<file path="config.mk">
export PLATFORM = sky130hd
export DESIGN_NAME = tfn_round_step
export DESIGN_NICKNAME = d
export VERILOG_FILES = /design/src/sv/triangle_face_normal_core_defines.svh /design/src/sv/tfn_pkg.sv /design/src/sv/tfn_round_step.sv
export SDC_FILE = /design/constraint.sdc
export NUM_CORES = 2
export LEC_CHECK = 0
export BUFFER_PORTS_ARGS = -buffer_cell sky130_fd_sc_hd__buf_2
export CAP_MARGIN = 20
export CORE_AREA = 2 2 516 518
export DETAILED_ROUTE_END_ITERATION = 8
export DIE_AREA = 0 0 518 520
export GPL_TIMING_DRIVEN = 1
export PLACE_DENSITY = 0.34
export SYNTH_ARGS = -nofsm -noshare
export SYNTH_HDL_FRONTEND = slang
export SYNTH_SLANG_ARGS = --single-unit
</file>
<file path="constraint.sdc">
create_clock -name i_clk -period 7.8 [get_ports i_clk]
set_input_delay 1.17 -clock i_clk [delete_from_list [all_inputs] [get_ports i_clk]]
set_output_delay 1.17 -clock i_clk [all_outputs]
set_load 0.02 [all_outputs]
</file>
<file path="src/sv/triangle_face_normal_core_defines.svh">
// Assertion macros shared by the face normal RTL.
`ifndef TRIANGLE_FACE_NORMAL_CORE_DEFINES_SVH
`define TRIANGLE_FACE_NORMAL_CORE_DEFINES_SVH

// Same-cycle implication, checked out of reset.
`define TFN_ASSERT_NOW(lbl, clk, rst_n, ante, cons) \
    lbl: assert property (@(posedge clk) disable iff (!rst_n) (ante) |-> (cons)) \
        else $error("tfn check failed");

// Next-cycle implication, checked out of reset.
`define TFN_ASSERT_NXT(lbl, clk, rst_n, ante, cons) \
    lbl: assert property (@(posedge clk) disable iff (!rst_n) (ante) |=> (cons)) \
        else $error("tfn check failed");

`endif

</file>
<file path="src/sv/tfn_pkg.sv">
package tfn_pkg;
    // Normalized magnitude width and result precision
    localparam int KEEP_BITS = 24;
    localparam int Q_BITS    = 15;
    localparam int OUT_W     = 16;
    localparam int SQ_W      = 2 * KEEP_BITS;
    localparam int S_W       = SQ_W + 2;
    localparam int RHS_SHIFT = 30;
    localparam int D_W       = 84;
    localparam int P_W       = 68;
    localparam int LANES     = 3;

    typedef logic [Q_BITS-1:0]       t_q;
    typedef logic signed [D_W-1:0]   t_dval;
    typedef logic signed [P_W-1:0]   t_pval;
    typedef logic [S_W-1:0]          t_sum;

    // Control that rides along the rounding pipeline
    typedef struct packed {
        logic             valid;
        logic             degen;
        logic [LANES-1:0] neg;
    } t_ctl;
endpackage

</file>
<file path="src/sv/tfn_round_step.sv">
// One bit of the rounded quotient search, for all three lanes.
module tfn_round_step
    import tfn_pkg::*;
#(
    parameter int K = 0
) (
    input  logic  i_clk,
    input  logic  i_rst_n,
    input  t_ctl  i_ctl,
    input  t_q    i_q [LANES],
    input  t_dval i_d [LANES],
    input  t_pval i_p [LANES],
    input  t_sum  i_s [LANES],
    output t_ctl  o_ctl,
    output t_q    o_q [LANES],
    output t_dval o_d [LANES],
    output t_pval o_p [LANES],
    output t_sum  o_s [LANES]
);
    t_q    n_q [LANES];
    t_dval n_d [LANES];
    t_pval n_p [LANES];

    // Try setting bit K: cost of the step against the remaining slack
    always_comb begin
        t_dval term;
        logic  fit;
        for (int l = 0; l < LANES; l++) begin
            term = (D_W'(i_p[l]) <<< (K + 2)) + $signed(D_W'(i_s[l]) << (2 * K + 2));
            fit  = !i_q[l][Q_BITS-1] && (term <= i_d[l]);
            n_q[l] = fit ? (i_q[l] | (Q_BITS'(1) << K)) : i_q[l];
            n_d[l] = fit ? (i_d[l] - term) : i_d[l];
            n_p[l] = fit ? (i_p[l] + $signed(P_W'(i_s[l]) << (K + 1))) : i_p[l];
        end
    end

    // Advance the word
    always_ff @(posedge i_clk) begin
        if (!i_rst_n) begin
            o_ctl.valid <= 1'b0;
        end else begin
            o_ctl.valid <= i_ctl.valid;
        end
        o_ctl.degen <= i_ctl.degen;
        o_ctl.neg   <= i_ctl.neg;
        o_q <= n_q;
        o_d <= n_d;
        o_p <= n_p;
        o_s <= i_s;
    end
endmodule

</file>
==> results by group <==
Job
  • Number of max-cap violations: 0

Timing
  • Final WS setup: 0.3066 ns
  • RSZ-0062 raised after global routing: no
  • FMAX: 133.5 MHz
  • Final hold viol count: 0
  • Post-route minimum period: 7.493 ns
  • Max_slew headroom: 0.3419
  • Slew Viols, Final: 0
  • Final period utilization: 0.9607
  • Min Hold Slack: 0.4431 ns
  • Setup violations, final: 0
  • Actual slew at the worst max-slew pin: 0.9796 ns

Min path
  • Hold WC Path Type: in2reg
  • Hold EP: o_q[5]$_DFF_P_
  • Worst hold start: i_q[5]
  • Cells on Worst Hold Path: 1

Pwr
  • Clock power share: 0.297
  • Switching share of power: 0.4045
  • Max VDD drop: 0.0001578 V
  • Int Power: 9549 µW
  • Psw: 6486 µW
  • Combinational share of power: 0.449
  • Lkg Pwr: 0.03149 µW
  • P per Cell Area: 235.1 mW/mm²
  • Flop pwr share: 0.254

Yosys
  • Cell with the most instances after synthesis: dfxtp_1
  • Post-synthesis sequential area ratio: 0.2698
  • Mean area per synthesized cell: 8.159 µm²
  • Cell count after synthesis: 5966
  • Ys Warns: 0
  • Synth area leaders: dfxtp_1 27%, ha_1 13%, xnor2_1 6.4%, a21oi_1 6.4%, o21ai_0 4.7%
  • Library cells used by synthesis: 105
  • Synth top cells by count: 656 x dfxtp_1, 621 x a21oi_1, 571 x nand2_1, 516 x ha_1, 457 x o21ai_0
  • Yosys top cell area share: 0.2698
  • Mapped Area: 0.04868 mm²
  • Number of synthesized flops with an enable pin: 0
  • #FFs+latches synth: 656
  • Area leader, netlist: dfxtp_1
  • Synth Flop Type: dfxtp_1
  • Post-Syn Nets: 7149
  • Post-synthesis async set-or-reset flop share: 0

Final layout
  • Filler instances: 29180
  • Share of cells above drive strength 1: 0.3038
  • Final Util: 0.2584
  • Multi-input logic area: 0.03412 mm²
  • Area delta synth->final: 40.12%
  • NumNets Final: 9113
  • Seq. cell area: 0.01313 mm²

Global routing
  • Maximum number of pins on one net before global-route repair: 44
  • First-pass GRT wire length: 378100 µm
  • Antenna violations before repair: 124
  • All-Layer GR Usage: 0.1893
  • Vias in the first global route: 53240
  • Grt total ovfl: 0

Placement
  • Port Buffer Count: 1313
  • Pre-CTS WS: -0.8086 ns
  • Gpl congestion: 0.9275
  • Dpl hpwl: 231700 µm

CTS
  • Hold-fix buffers at CTS: 0
  • H-tree Lvls: 3
  • CTS tree: built
  • Clk buf depth: 4
  • Root Buffer: clkbuf_16
  • CTS Sinks: 656
  • Clk pin slew, worst setup/hold paths: 0.06 ns
  • CTS buffer count: 95

Route
  • Final ANT Viol Nets: 0
  • DR DRC count: 0
  • Total Wirelength: 267800 µm
  • DR vias/cell: 4.580
  • Routed via count: 53000
  • DRT Pass-1 Iters: 6
  • Routed wire per std cell: 23.14 µm
  • Initial DRC count: 3376

Critical path
  • Cell repeated most along the worst path: buf_4
  • Crit. End Element: register
  • Worst Path Arrival: 8.25 ns
  • CP max stage delay: 0.46 ns
  • WP data required: 8.55 ns
  • Worst-path fanout max: 4
  • CP max-delay cell: fa_1
  • Critical path class: in2reg
  • CP Launch Type: input port

Die
  • Die Y-Extent: 520 µm
  • Initial Utilization: 0.1844
  • Io pins: 1314
  • Die W: 518 µm
  • Die ar.: 0.2694 mm²
  • # rows: 189
  • Core area: 0.2639 mm²

Status
  • Status: complete, no violations
==> final cells by class <==
cell class / count / share of cell area
multi-input cells: 4950 / 0.5003
flip-flops and latches: 656 / 0.1926
repair buffers: 2077 / 0.1841
well taps: 3533 / 0.06481
clock buffers: 124 / 0.03884
clock inverters: 45 / 0.009852
inverters: 150 / 0.008256
diodes: 36 / 0.001321
==> kinds of logic (layout without fill, tap and decap cells) <==
group,Yosys count,after routing,share of synthesized area
DFF,656,656,0.2698
muxes,130,130,0.02974
buffers and inverters,361,2396,0.03133
xor gates and xnor gates,616,616,0.1108
other,0,36,0
AOI/OAI and AO/OA,1918,1919,0.2479
and+or+nand+nor,1753,1753,0.1726
adders and majority gates,532,532,0.1378
==> worst max path at each step <==
stage	start	end	slack [ns]	cells after the start
after detailed placement	i_s[9]	o_d[75]$_DFF_P_	-0.81	30
after global placement	i_p[85]	o_d[155]$_DFF_P_	-0.81	34
after global routing	i_p[85]	o_p[135]$_DFF_P_	0.0001	29
final	i_p[68]	o_d[165]$_DFF_P_	0.31	35
after floorplan	i_p[137]	o_p[203]$_DFF_P_	0.75	29
after CTS	i_s[9]	o_d[75]$_DFF_P_	0.04	26
==> worst max-delay path: cells and delay by family <==
family,cells,cell delay (ns)
multiplexers,1,0.33
XOR/XNOR,2,0.40
adder cells (fa/ha/maj),3,1.04
AO/OA/AOI/OAI,17,3.53
AND/OR/NAND/NOR,6,0.76
buffers and inverters,6,1.02
==> metal layers <==
metal  routed length, µm  up-vias  track usage
li1                    -    25740            -
met1              113300    25190       0.2308
met2              130300     1643       0.3342
met3               16470      385      0.04021
met4                7359       44      0.05037
met5                 292        -            0
==> flip-flops by register name, indices dropped and copies added, names as in the netlist <==
name   count
o_d      252
o_p      204
o_s      150
o_q       45
o_ctl      5
==> placed cells by master (no fill, tap or decap), types with 55 or more instances in the layout <==
cell	count
nand4_1	108
a21o_1	245
o21bai_1	74
dfxtp_1	656
nor2_1	396
xnor2_1	355
clkbuf_16	97
nand2_1	571
and3_1	90
nand3_1	146
ha_1	516
a31oi_1	57
mux2_2	117
a21oi_1	621
inv_1	147
buf_4	743
o21ai_0	452
nand2b_1	88
nor2b_1	55
o21a_1	72
nor3_1	103
buf_2	1313
xor2_1	260
==> power groups by stage <==
stage | Sequential, µW | Combinational (µW) | Clock [µW]
2_1_floorplan | 4620 | 3510 | 0
3_3_place_gp | 4150 | 7200 | 0
3_5_place_dp | 4140 | 7160 | 0
4_1_cts | 4080 | 7200 | 4930
5_1_grt | 4100 | 7800 | 5050
6_report | 4060 | 7200 | 4770
==> per-stage QoR <==
| step | total power [µW] | setup TNS [ns] | cell area, µm² | cells |
|---|---|---|---|---|
| after floorplan | 8129 | 0 | 48680 | 5966 |
| after global placement | 11350 | -164.67 | 64690 | 11360 |
| after detailed placement | 11290 | -172.06 | 64700 | 11360 |
| after CTS | 16210 | 0 | 68020 | 11530 |
| after global routing | 16940 | 0 | 68160 | 11560 |
| final | 16030 | 0 | 68200 | 11570 |
==> what timing repair did <==
action                                  4_1_cts  5_1_grt
setup buffers                                 0        3
endpoints found under the setup margin        0      283
endpoints found under the hold margin         0        0
gates resized for setup                       0       19
(Power assumes the default switching activity.)
